## src/hdl/mkpq_pkg.sv

```systemverilog
// Shared types and codes for the min-key priority queue.
package mkpq_pkg;

   // one stored entry: id tag and priority key
   typedef struct packed {
      logic [15:0] id;
      logic [15:0] key;
   } entry_type;

   localparam logic CMD_INSERT = 1'b0;
   localparam logic CMD_REMOVE = 1'b1;

   localparam logic [1:0] ST_INSERTED = 2'd0;
   localparam logic [1:0] ST_REMOVED  = 2'd1;
   localparam logic [1:0] ST_EMPTY    = 2'd2;
   localparam logic [1:0] ST_FULL     = 2'd3;

   // controller to datapath
   typedef struct packed {
      logic accept;     // latch the request, prime the first read
      logic ins_shift;  // move the entry just read one slot toward the tail
      logic ins_put;    // write the new entry and close the insert
      logic pop_take;   // capture the front entry and drop it
      logic load_rsp;   // load the result register
   } ctl_cmd_type;

   // datapath to controller
   typedef struct packed {
      logic empty;
      logic full;
      logic key_gt;      // entry read holds a strictly larger key
      logic last_shift;  // the entry read is the front entry
      logic rsp_free;    // result register can take a new result
   } dp_stat_type;

endpackage

```

## src/hdl/min_key_priority_queue.sv

```systemverilog
// One request is handled at a time; the next transfer is taken once the result is registered.
// An insert moves each entry with a larger key one slot toward the tail before the new entry is written.
// Remove is constant time: the store is a circular buffer and a pop only advances the head.
// Reset (synchronous, active high) empties the queue and drops any pending result;
// entry storage is not cleared, since only entries inside the occupied range are ever used.
module min_key_priority_queue #(
   parameter int CAPACITY = 16
) (
   input  logic        clock,
   input  logic        reset,
   input  logic        req_valid,
   output logic        req_ready,
   input  logic        req_command,
   input  logic [15:0] req_flight_id,
   input  logic [15:0] req_wait_minutes,
   output logic        rsp_valid,
   input  logic        rsp_ready,
   output logic [1:0]  rsp_status,
   output logic [15:0] rsp_out_flight_id,
   output logic [15:0] rsp_out_wait_minutes,
   output logic [4:0]  rsp_occupancy
);

   // Command and status between the sequencer and the datapath.
   mkpq_pkg::ctl_cmd_type cmd;
   mkpq_pkg::dp_stat_type stat;

   // Sequencer: takes a transfer only when idle, walks an insert from the
   // tail toward the head one entry per cycle, and holds a finished result
   // until the result register is free.
   mkpq_ctrl u_ctrl (
      .clock       (clock),
      .reset       (reset),
      .req_valid   (req_valid),
      .req_command (req_command),
      .req_ready   (req_ready),
      .stat        (stat),
      .cmd         (cmd)
   );

   // Datapath: the entry RAM with head, tail and count, the insert cursor,
   // the key compare, and the registered result that parts the two channels.
   mkpq_dp #(
      .CAPACITY (CAPACITY)
   ) u_dp (
      .clock                (clock),
      .reset                (reset),
      .cmd                  (cmd),
      .stat                 (stat),
      .req_command          (req_command),
      .req_flight_id        (req_flight_id),
      .req_wait_minutes     (req_wait_minutes),
      .rsp_valid            (rsp_valid),
      .rsp_ready            (rsp_ready),
      .rsp_status           (rsp_status),
      .rsp_out_flight_id    (rsp_out_flight_id),
      .rsp_out_wait_minutes (rsp_out_wait_minutes),
      .rsp_occupancy        (rsp_occupancy)
   );

endmodule

```

## src/hdl/mkpq_ram.sv

```systemverilog
// Generic single-write, single-read RAM with registered read data.
module mkpq_ram #(
   parameter int WIDTH = 32,
   parameter int DEPTH = 16
) (
   input  logic                                   clock,
   input  logic                                   we,
   input  logic [(DEPTH > 1 ? $clog2(DEPTH) : 1)-1:0] waddr,
   input  logic [WIDTH-1:0]                       wdata,
   input  logic                                   re,
   input  logic [(DEPTH > 1 ? $clog2(DEPTH) : 1)-1:0] raddr,
   output logic [WIDTH-1:0]                       rdata
);

   logic [WIDTH-1:0] mem_ff [DEPTH];
   logic [WIDTH-1:0] rdata_ff;

   always_ff @(posedge clock) begin
      if (we) begin
         mem_ff[waddr] <= wdata;
      end
      if (re) begin
         rdata_ff <= mem_ff[raddr];
      end
   end

   assign rdata = rdata_ff;

endmodule

```

## src/hdl/mkpq_ctrl.sv

```systemverilog
// Sequencer for the priority queue: accept, insert walk, pop, result hand-off.
module mkpq_ctrl (
   input  logic                  clock,
   input  logic                  reset,
   input  logic                  req_valid,
   input  logic                  req_command,
   output logic                  req_ready,
   input  mkpq_pkg::dp_stat_type stat,
   output mkpq_pkg::ctl_cmd_type cmd
);

   localparam logic [2:0] S_IDLE = 3'd0;
   localparam logic [2:0] S_INS  = 3'd1;
   localparam logic [2:0] S_PUT  = 3'd2;
   localparam logic [2:0] S_POP  = 3'd3;
   localparam logic [2:0] S_FIN  = 3'd4;

   logic [2:0] state_ff;
   logic [2:0] state_in;

   assign req_ready = (state_ff == S_IDLE);

   always_comb begin
      state_in = state_ff;
      cmd      = '0;
      case (state_ff)
         S_IDLE: begin
            if (req_valid) begin
               cmd.accept = 1'b1;
               if (req_command == mkpq_pkg::CMD_INSERT) begin
                  if (stat.full) begin
                     state_in = S_FIN;
                  end else if (stat.empty) begin
                     state_in = S_PUT;
                  end else begin
                     state_in = S_INS;
                  end
               end else begin
                  state_in = stat.empty ? S_FIN : S_POP;
               end
            end
         end
         S_INS: begin
            if (stat.key_gt) begin
               cmd.ins_shift = 1'b1;
               if (stat.last_shift) begin
                  state_in = S_PUT;
               end
            end else begin
               cmd.ins_put = 1'b1;
               state_in    = S_FIN;
            end
         end
         S_PUT: begin
            cmd.ins_put = 1'b1;
            state_in    = S_FIN;
         end
         S_POP: begin
            cmd.pop_take = 1'b1;
            state_in     = S_FIN;
         end
         S_FIN: begin
            if (stat.rsp_free) begin
               cmd.load_rsp = 1'b1;
               state_in     = S_IDLE;
            end
         end
         default: begin
            state_in = S_IDLE;
         end
      endcase
   end

   always_ff @(posedge clock) begin
      if (reset) begin
         state_ff <= S_IDLE;
      end else begin
         state_ff <= state_in;
      end
   end

endmodule

```

## src/hdl/mkpq_dp.sv

```systemverilog
// Datapath: circular entry store, head/tail/count, insert cursor, result register.
module mkpq_dp #(
   parameter int CAPACITY = 16
) (
   input  logic                  clock,
   input  logic                  reset,
   input  mkpq_pkg::ctl_cmd_type cmd,
   output mkpq_pkg::dp_stat_type stat,
   input  logic                  req_command,
   input  logic [15:0]           req_flight_id,
   input  logic [15:0]           req_wait_minutes,
   output logic                  rsp_valid,
   input  logic                  rsp_ready,
   output logic [1:0]            rsp_status,
   output logic [15:0]           rsp_out_flight_id,
   output logic [15:0]           rsp_out_wait_minutes,
   output logic [4:0]            rsp_occupancy
);

   localparam int IW = (CAPACITY > 1) ? $clog2(CAPACITY) : 1;
   localparam int CW = $clog2(CAPACITY + 1);
   localparam logic [IW-1:0] LAST_SLOT = IW'(CAPACITY - 1);

   logic [IW-1:0] head_ff, tail_ff, wr_ptr_ff, rd_ptr_ff;
   logic [CW-1:0] count_ff, j_ff;
   mkpq_pkg::entry_type new_ff, data_ff, rd_entry, wr_entry;
   logic [1:0] status_ff;

   logic          rsp_valid_ff;
   logic [1:0]    rsp_status_ff;
   logic [15:0]   rsp_id_ff, rsp_key_ff;
   logic [4:0]    rsp_occ_ff;

   logic          ram_we, ram_re;
   logic [IW-1:0] ram_waddr, ram_raddr;

   function automatic logic [IW-1:0] ptr_inc(input logic [IW-1:0] p);
      ptr_inc = (p == LAST_SLOT) ? '0 : p + IW'(1);
   endfunction

   function automatic logic [IW-1:0] ptr_dec(input logic [IW-1:0] p);
      ptr_dec = (p == '0) ? LAST_SLOT : p - IW'(1);
   endfunction

   // one write and one read per cycle: shift writes slot j while slot j-2 is read
   assign ram_we    = cmd.ins_shift | cmd.ins_put;
   assign ram_waddr = wr_ptr_ff;
   assign wr_entry  = cmd.ins_shift ? rd_entry : new_ff;
   assign ram_re    = cmd.accept | cmd.ins_shift;
   always_comb begin
      if (cmd.accept) begin
         ram_raddr = (req_command == mkpq_pkg::CMD_INSERT) ? ptr_dec(tail_ff) : head_ff;
      end else begin
         ram_raddr = ptr_dec(rd_ptr_ff);
      end
   end

   mkpq_ram #(
      .WIDTH ($bits(mkpq_pkg::entry_type)),
      .DEPTH (CAPACITY)
   ) u_ram (
      .clock (clock),
      .we    (ram_we),
      .waddr (ram_waddr),
      .wdata (wr_entry),
      .re    (ram_re),
      .raddr (ram_raddr),
      .rdata (rd_entry)
   );

   assign stat.empty      = (count_ff == '0);
   assign stat.full       = (count_ff == CW'(CAPACITY));
   assign stat.key_gt     = (rd_entry.key > new_ff.key);
   assign stat.last_shift = (j_ff == CW'(1));
   assign stat.rsp_free   = !rsp_valid_ff || rsp_ready;

   always_ff @(posedge clock) begin
      if (cmd.accept) begin
         new_ff.id  <= req_flight_id;
         new_ff.key <= req_wait_minutes;
         data_ff    <= '0;
         wr_ptr_ff  <= tail_ff;
         rd_ptr_ff  <= ptr_dec(tail_ff);
         j_ff       <= count_ff;
         status_ff  <= (req_command == mkpq_pkg::CMD_INSERT) ?
                       mkpq_pkg::ST_FULL : mkpq_pkg::ST_EMPTY;
      end
      if (cmd.ins_shift) begin
         wr_ptr_ff <= rd_ptr_ff;
         rd_ptr_ff <= ptr_dec(rd_ptr_ff);
         j_ff      <= j_ff - CW'(1);
      end
      if (cmd.ins_put) begin
         status_ff <= mkpq_pkg::ST_INSERTED;
      end
      if (cmd.pop_take) begin
         data_ff   <= rd_entry;
         status_ff <= mkpq_pkg::ST_REMOVED;
      end
      if (cmd.load_rsp) begin
         rsp_status_ff <= status_ff;
         rsp_id_ff     <= data_ff.id;
         rsp_key_ff    <= data_ff.key;
         rsp_occ_ff    <= 5'(count_ff);
      end
   end

   always_ff @(posedge clock) begin
      if (reset) begin
         head_ff      <= '0;
         tail_ff      <= '0;
         count_ff     <= '0;
         rsp_valid_ff <= 1'b0;
      end else begin
         if (cmd.ins_put) begin
            tail_ff  <= ptr_inc(tail_ff);
            count_ff <= count_ff + CW'(1);
         end
         if (cmd.pop_take) begin
            head_ff  <= ptr_inc(head_ff);
            count_ff <= count_ff - CW'(1);
         end
         if (cmd.load_rsp) begin
            rsp_valid_ff <= 1'b1;
         end else if (rsp_ready) begin
            rsp_valid_ff <= 1'b0;
         end
      end
   end

   assign rsp_valid            = rsp_valid_ff;
   assign rsp_status           = rsp_status_ff;
   assign rsp_out_flight_id    = rsp_id_ff;
   assign rsp_out_wait_minutes = rsp_key_ff;
   assign rsp_occupancy        = rsp_occ_ff;

   a_count_bound: assert property (@(posedge clock) disable iff (reset)
      count_ff <= CW'(CAPACITY))
      else $error("entry count above capacity");

   a_put_not_full: assert property (@(posedge clock) disable iff (reset)
      cmd.ins_put |-> !stat.full)
      else $error("insert written into a full queue");

   a_take_not_empty: assert property (@(posedge clock) disable iff (reset)
      cmd.pop_take |-> !stat.empty)
      else $error("pop from an empty queue");

   a_shift_cursor: assert property (@(posedge clock) disable iff (reset)
      cmd.ins_shift |-> j_ff != '0)
      else $error("insert shift past the front entry");

   a_zero_payload: assert property (@(posedge clock) disable iff (reset)
      (rsp_valid_ff && rsp_status_ff != mkpq_pkg::ST_REMOVED)
      |-> (rsp_id_ff == '0 && rsp_key_ff == '0))
      else $error("non-remove result carries entry data");

endmodule
```

## config.mk

```make
export PLATFORM = sky130hd
export DESIGN_NAME = min_key_priority_queue
export DESIGN_NICKNAME = d
export VERILOG_FILES = /design/src/hdl/mkpq_pkg.sv /design/src/hdl/min_key_priority_queue.sv /design/src/hdl/mkpq_ram.sv /design/src/hdl/mkpq_ctrl.sv /design/src/hdl/mkpq_dp.sv
export SDC_FILE = /design/constraint.sdc
export NUM_CORES = 1
export LEC_CHECK = 0
export BUFFER_PORTS_ARGS = -buffer_cell sky130_fd_sc_hd__buf_2
export CORE_ASPECT_RATIO = 0.7
export CORE_UTILIZATION = 45
export CTS_BUF_LIST = sky130_fd_sc_hd__clkbuf_16
export DETAILED_ROUTE_END_ITERATION = 6
export GPL_TIMING_DRIVEN = 0
export HOLD_SLACK_MARGIN = 0.12
export PLACE_DENSITY = 0.7
export SLEW_MARGIN = 20
export SYNTH_ARGS = -nofsm -noshare
export SYNTH_HDL_FRONTEND = slang
export SYNTH_SLANG_ARGS = --single-unit
```

## constraint.sdc

```tcl
create_clock -name clock -period 6.6 [get_ports clock]
set_clock_uncertainty 0.05 [all_clocks]
set_input_delay 0 -clock clock [delete_from_list [all_inputs] [get_ports clock]]
set_output_delay 0 -clock clock [all_outputs]
set_load 0.02 [all_outputs]
```

---- Word level (Yosys, flattened, before mapping) ----
Memories as Yosys holds them, arrays and structs flattened. A register that Yosys moved wholly into a read port is not among the register bits.
Index checks and enable logic that the tools add are counted.
W data, S select, Z words.
cells by class
  add/subtract/negate cells ............... 7
  order comparisons ....................... 1
  equality and inequality tests ........... 11
  multiplexer cells ....................... 42
  bitwise logic cells ..................... 2
  reductions and logical operators ........ 14
operators by type and width
  kind                   count
  $mux W32               3
  $mux W4                10
  $mux W3                7
  $mux W5                4
  $gt A16 B16 Y1         1
  $mux W1                15
  $pmux W3 S4            1
  $reduce_bool A2 Y1     5
  $sub A5 B1 Y5 const B  2
  $add A4 B1 Y4 const B  2
  $eq A4 B4 Y1 const B   2
  $logic_not A4 Y1       2
  $sub A4 B1 Y4 const B  2
  $eq A3 B2 Y1 const B   2
  $add A5 B1 Y5 const B  1
  $eq A5 B1 Y1 const B   1
  $eq A5 B5 Y1 const B   1
  $logic_not A5 Y1       1
  $ne A2 B2 Y1 const B   2
  $reduce_or A2 Y1       2
  $eq A3 B1 Y1 const B   1
  $eq A3 B3 Y1 const B   1
  $logic_not A3 Y1       1
  $ne A3 B3 Y1 const B   1
  6 further kinds        7
word-level totals
  register bits after elaboration ......... 135
  RAM bits ................................ 512
  memories ................................ 1
memory list
  name               words  bits a word  read ports  clocked after memory_dff  write ports  RTL line        source
  u_dp.u_ram.mem_ff  16     32           1           1                         1            mkpq_ram.sv:15  logic [WIDTH-1:0] mem_ff [DEPTH];

---- Logic depth before layout (Yosys ltp) ----
  depth in word-level cells ............... 6
  depth in mapped cells ................... 12

---- By module ----
Synthesis repeated with hierarchy kept, for this count alone.
second synthesis, totals
  cells, all modules ...................... 1,303
  area total of the unflattened synthesis .. 26,152.6 um2
by module, submodules not included
  module     instances  cells an instance  area an instance (um2)  sequential area each (um2)
  mkpq_ram   1          838                20,155.6                16,335.7
  mkpq_dp    1          429                5,713.0                 3,803.6
  mkpq_ctrl  1          36                 284.0                   60.1

---- Least setup slack after synthesis ----
Ideal clock, no wire load.
  path kind ............................... reg-to-reg
  start ................................... register u_ctrl.state_ff[1]
  end ..................................... memory u_dp.u_ram.mem_ff[0][0], enable pin
  data arrival time ....................... 3,386 ps
  required time ........................... 6,089 ps
  path slack .............................. 2,703 ps
  stages on the path, launching flop included .. 5
  path buffers ............................ 1
  cell sequence ........................... dfxtp_1 > clkbuf_1 > xnor2_1 > or4_1 > nor3_1
between the ends
  word-level cells in the longest chain between the ends .. 5
  elaborated cells between the ends (all ways) .. 7
  those cells by class .................... eq/ne: 2; mux: 4; bitwise: 1
RTL lines
  element                                       RTL line         source
  start: declaration                            mkpq_ctrl.sv:18  logic [2:0] state_ff;
  start signal: assignment                      mkpq_ctrl.sv:78  state_ff <= state_in;
  $eq A3 B2 Y1 or $eq A3 B1 Y1 (tied branches)  mkpq_ctrl.sv:26  case (state_ff)
  $pmux W1 S2 or $mux W1 (tied branches)        mkpq_ctrl.sv:26
  $or A1 B1 Y1 *                                mkpq_dp.sv:46    assign ram_we = cmd.ins_shift | cmd.ins_put;
  $mux W1 *                                     mkpq_ram.sv:19   if (we) begin
  $mux W1 (implied by the code) *               mkpq_ram.sv:20   mem_ff[waddr] <= wdata;
  end: declaration                              mkpq_ram.sv:15
Mark *: on every way between the ends. The rest lies on a longest branch, timed or not.

---- Worst setup path in the final report ----
  start ................................... register u_dp.u_ram.rdata_ff[14], in the netlist u_dp.u_ram.rdata[14], read port of u_dp.u_ram.mem_ff
  end ..................................... memory u_dp.u_ram.mem_ff[2][4], data pin
between the ends
  word-level cells in the longest chain between the ends .. 4
RTL lines
  element                  RTL line         source
  start: declaration       mkpq_ram.sv:16   logic [WIDTH-1:0] rdata_ff;
  $gt A16 B16 Y1           mkpq_dp.sv:73    assign stat.key_gt = (rd_entry.key > new_ff.key);
  $mux W1                  mkpq_ctrl.sv:44  if (stat.key_gt) begin
  $mux W1                  mkpq_ctrl.sv:26
  $mux W32                 mkpq_dp.sv:48    assign wr_entry = cmd.ins_shift ? rd_entry : new_ff;
  net u_dp.u_ram.wdata[4]  mkpq_ram.sv:9    input logic [WIDTH-1:0] wdata,
The timed path passes the listed nets, and every way through them passes these cells.

==> metrics <==
outcome finished, final reports clean; I/O pin count 78; Levels on crit path 8; Post-CTS Resized 0; final worst path period share 0.6835; Vias/cell 5.826; Final TNS setup 0 ns; largest net degree at the start of global routing 26; async set or reset register ratio after synthesis 0; post-route cell area 31090 sq um; CTS Buffer Depth 3; highest clock rate 221.7 MHz; ys flop type edfxtp_1; Critical Path AT 4.77 ns; slew of the pin with the lowest slew margin 1.015 ns; multi-input combinational cell area 5767 sq um; Setup crit end kind register; leading cell type in the layout, fill and taps excluded edfxtp_1; area growth from synthesis to layout 18.42%; syn_area_per_cell 20.45 sq um; max-cap violations 0; Final setup violation count 0; Tmin final 4.511 ns; endpoints failing hold 0; placer congestion estimate 0.7991; FF+latch area 20200 sq um; die width 290.7 um; clk slew on worst S/H paths 0.07 ns; initial drt markers 1388; later-pin clock latency in the skew report 0.62 ns; most frequent cells in the layout 660 x edfxtp_1, 128 x mux4_2, 80 x buf_2; vias in the first global route 13820; CTS Sinks 679; fill count 4237; Synth cell types 52; die height 204.1 um; GRT Util Overall 0.2044; Startpoint Class register; CTS tree built; die area 59330 sq um; Critical Path Slowest Stage Cell clkbuf_1; global-route wire length before repair 88.97 mm; EDFF count, synth 660; layout cells sized above 1 0.2658; area share of the largest cell type after synthesis 0.7549; number of remaining DRC errors 0; final-stage net count 1593; WS Path Type reg2reg; initial antenna violation count 1; critical path required time 6.86 ns; First-pass DRT Iterations 5; fin cells 2330; Ant. Diodes 0; Slew Viols, Final 0; Post-CTS Hold Fix Bufs 70; Power per Cell Area 423.5 nW/um^2; placed cell areas 28420 sq um; Rows 73; syn_nets 1347; Initial Utilization 0.4592; warnings from Yosys 0; RSZ-0062 raised after global routing no; Final WS setup 2.089 ns; Post-CTS Setup Inserts 0; grt total ovfl 0; CP cell instances ha_1 > nand4_1 > nor4_2 > a41oi_1 > o31a_1 > nand2_1 > clkbuf_1 > mux2_2; max incr delay on CP 0.79 ns; R2R depth 8; Synth Instances 1284; CP delay by family, top simple AND/OR/NAND/NOR gates; core area 57180 sq um; slew margin rel. 0.3232; register bit count reported by yosys 679; mapped cell area 26260 sq um; Crit Path Max Fanout 16; Layout Utilization 0.5438; Hold Crit Class in2reg; Buffers on Ports 75; routed vias 13580; leakage 10.53 nW; register area share after synthesis 0.7693; CP bufs+invs 1; Place WS 2.124 ns; dominant cells by area after synthesis edfxtp_1 75%, mux4_2 11%, mux2_2 1.8%; HPWL after detailed placement 38.67 mm; total clock buffers created by CTS 60; worst vdd ir 0.2604 mV; Root Buffer clkbuf_16; H-tree depth 2; dpl cells 2148; WL per Instance 25.82 um; final antenna-violating net count 0; WL final 60.15 mm; area leader, netlist edfxtp_1; worst hold path depth 5
-- power by group --
part           switching, W  internal [W]
Combinational       0.00225       0.00130
Sequential         0.000252       0.00583
Clock               0.00156       0.00197
Total               0.00406       0.00911
-- stage by stage --
step           power, W  hold slack (ns)
6_report        0.01317           0.2976
5_1_grt         0.01369           0.3474
4_1_cts         0.01324           0.2920
3_5_place_dp   0.009681           0.1285
3_3_place_gp   0.009431           0.1292
2_1_floorplan  0.008301          0.04887
-- cells in the mapped netlist (3+ instances only) --
cell type / n
ha_1: 25
and3_1: 31
nor2b_1: 9
buf_6: 8
mux4_2: 128
o21ai_0: 10
xnor2_1: 4
nor2_1: 31
dfxtp_1: 19
nand4_1: 3
buf_2: 5
inv_1: 27
nand3b_1: 3
buf_4: 6
mux2i_1: 9
xor2_1: 6
nor3_1: 12
a21o_1: 4
o31ai_1: 6
mux2_2: 43
a21oi_1: 21
a22oi_1: 64
clkbuf_1: 38
edfxtp_1: 660
nand2_1: 59
nand2b_1: 8
buf_1: 3
nand3_1: 7
-- per-layer routing --
layer,share of wire,global-route usage,up-vias
met5,0,0,-
li1,-,-,5778
met3,0.073,0.03621,92
met4,0.019,0.04856,0
met1,0.43,0.2918,7109
met2,0.48,0.3295,596
-- worst reg2reg max path, delay by kind of cell, from the launching register on --
family | cells | cell delay, ns
AOI/OAI and AO/OA | 2 | 0.51
adders and majority gates | 1 | 0.33
muxes | 1 | 0.58
DFF | 1 | 0.44
buffers and inverters | 1 | 0.79
and+or+nand+nor | 3 | 1.50
-- cell type report --
type	count	share of cell area
inverters	29	0.003541
well taps	750	0.03018
clock inverters	52	0.01525
flip-flops and latches	679	0.6497
repair buffers	184	0.05750
multi-input cells	516	0.1855
clock buffers	60	0.04829
plain buffers	60	0.01010
-- path summary, 6_finish.rpt --
check	start	to	slack [ns]
min	rsp_ready	u_dp.rsp_valid	0.30
min reg2reg	u_dp.data_ff[5]	u_dp.rsp_out_wait_minutes[5]	0.36
max	u_dp.u_ram.rdata[14]	u_dp.u_ram.mem_ff[2][4]	2.09
max reg2reg	u_dp.u_ram.rdata[14]	u_dp.u_ram.mem_ff[2][4]	2.09
-- flip-flops by register name, indices dropped and copies added (netlist names) --
name,flops
u_dp.rsp_valid,1
u_dp.rsp_status,2
u_dp.data_ff,32
u_dp.u_ram.mem_ff,512
u_dp.count_ff,5
u_dp.head_ff,4
u_dp.rd_ptr_ff,4
u_dp.ram_waddr,4
u_ctrl.state_ff,3
u_dp.u_ram.rdata,32
u_dp.tail_ff,4
u_dp.rsp_occupancy,5
u_dp.rsp_out_flight_id,16
u_dp.rsp_out_wait_minutes,16
u_dp.j_ff,5
u_dp.status_ff,2
u_dp.new_ff,32
-- cells by family after synthesis --
logic type | share of synthesized area
AND/OR/NAND/NOR | 0.03264
multiplexers | 0.1321
XOR/XNOR | 0.003336
AO/OA/AOI/OAI | 0.03379
buffers and inverters | 0.01611
adder cells (fa/ha/maj) | 0.01268
flip-flops | 0.7693
(Power assumes the default switching activity.)
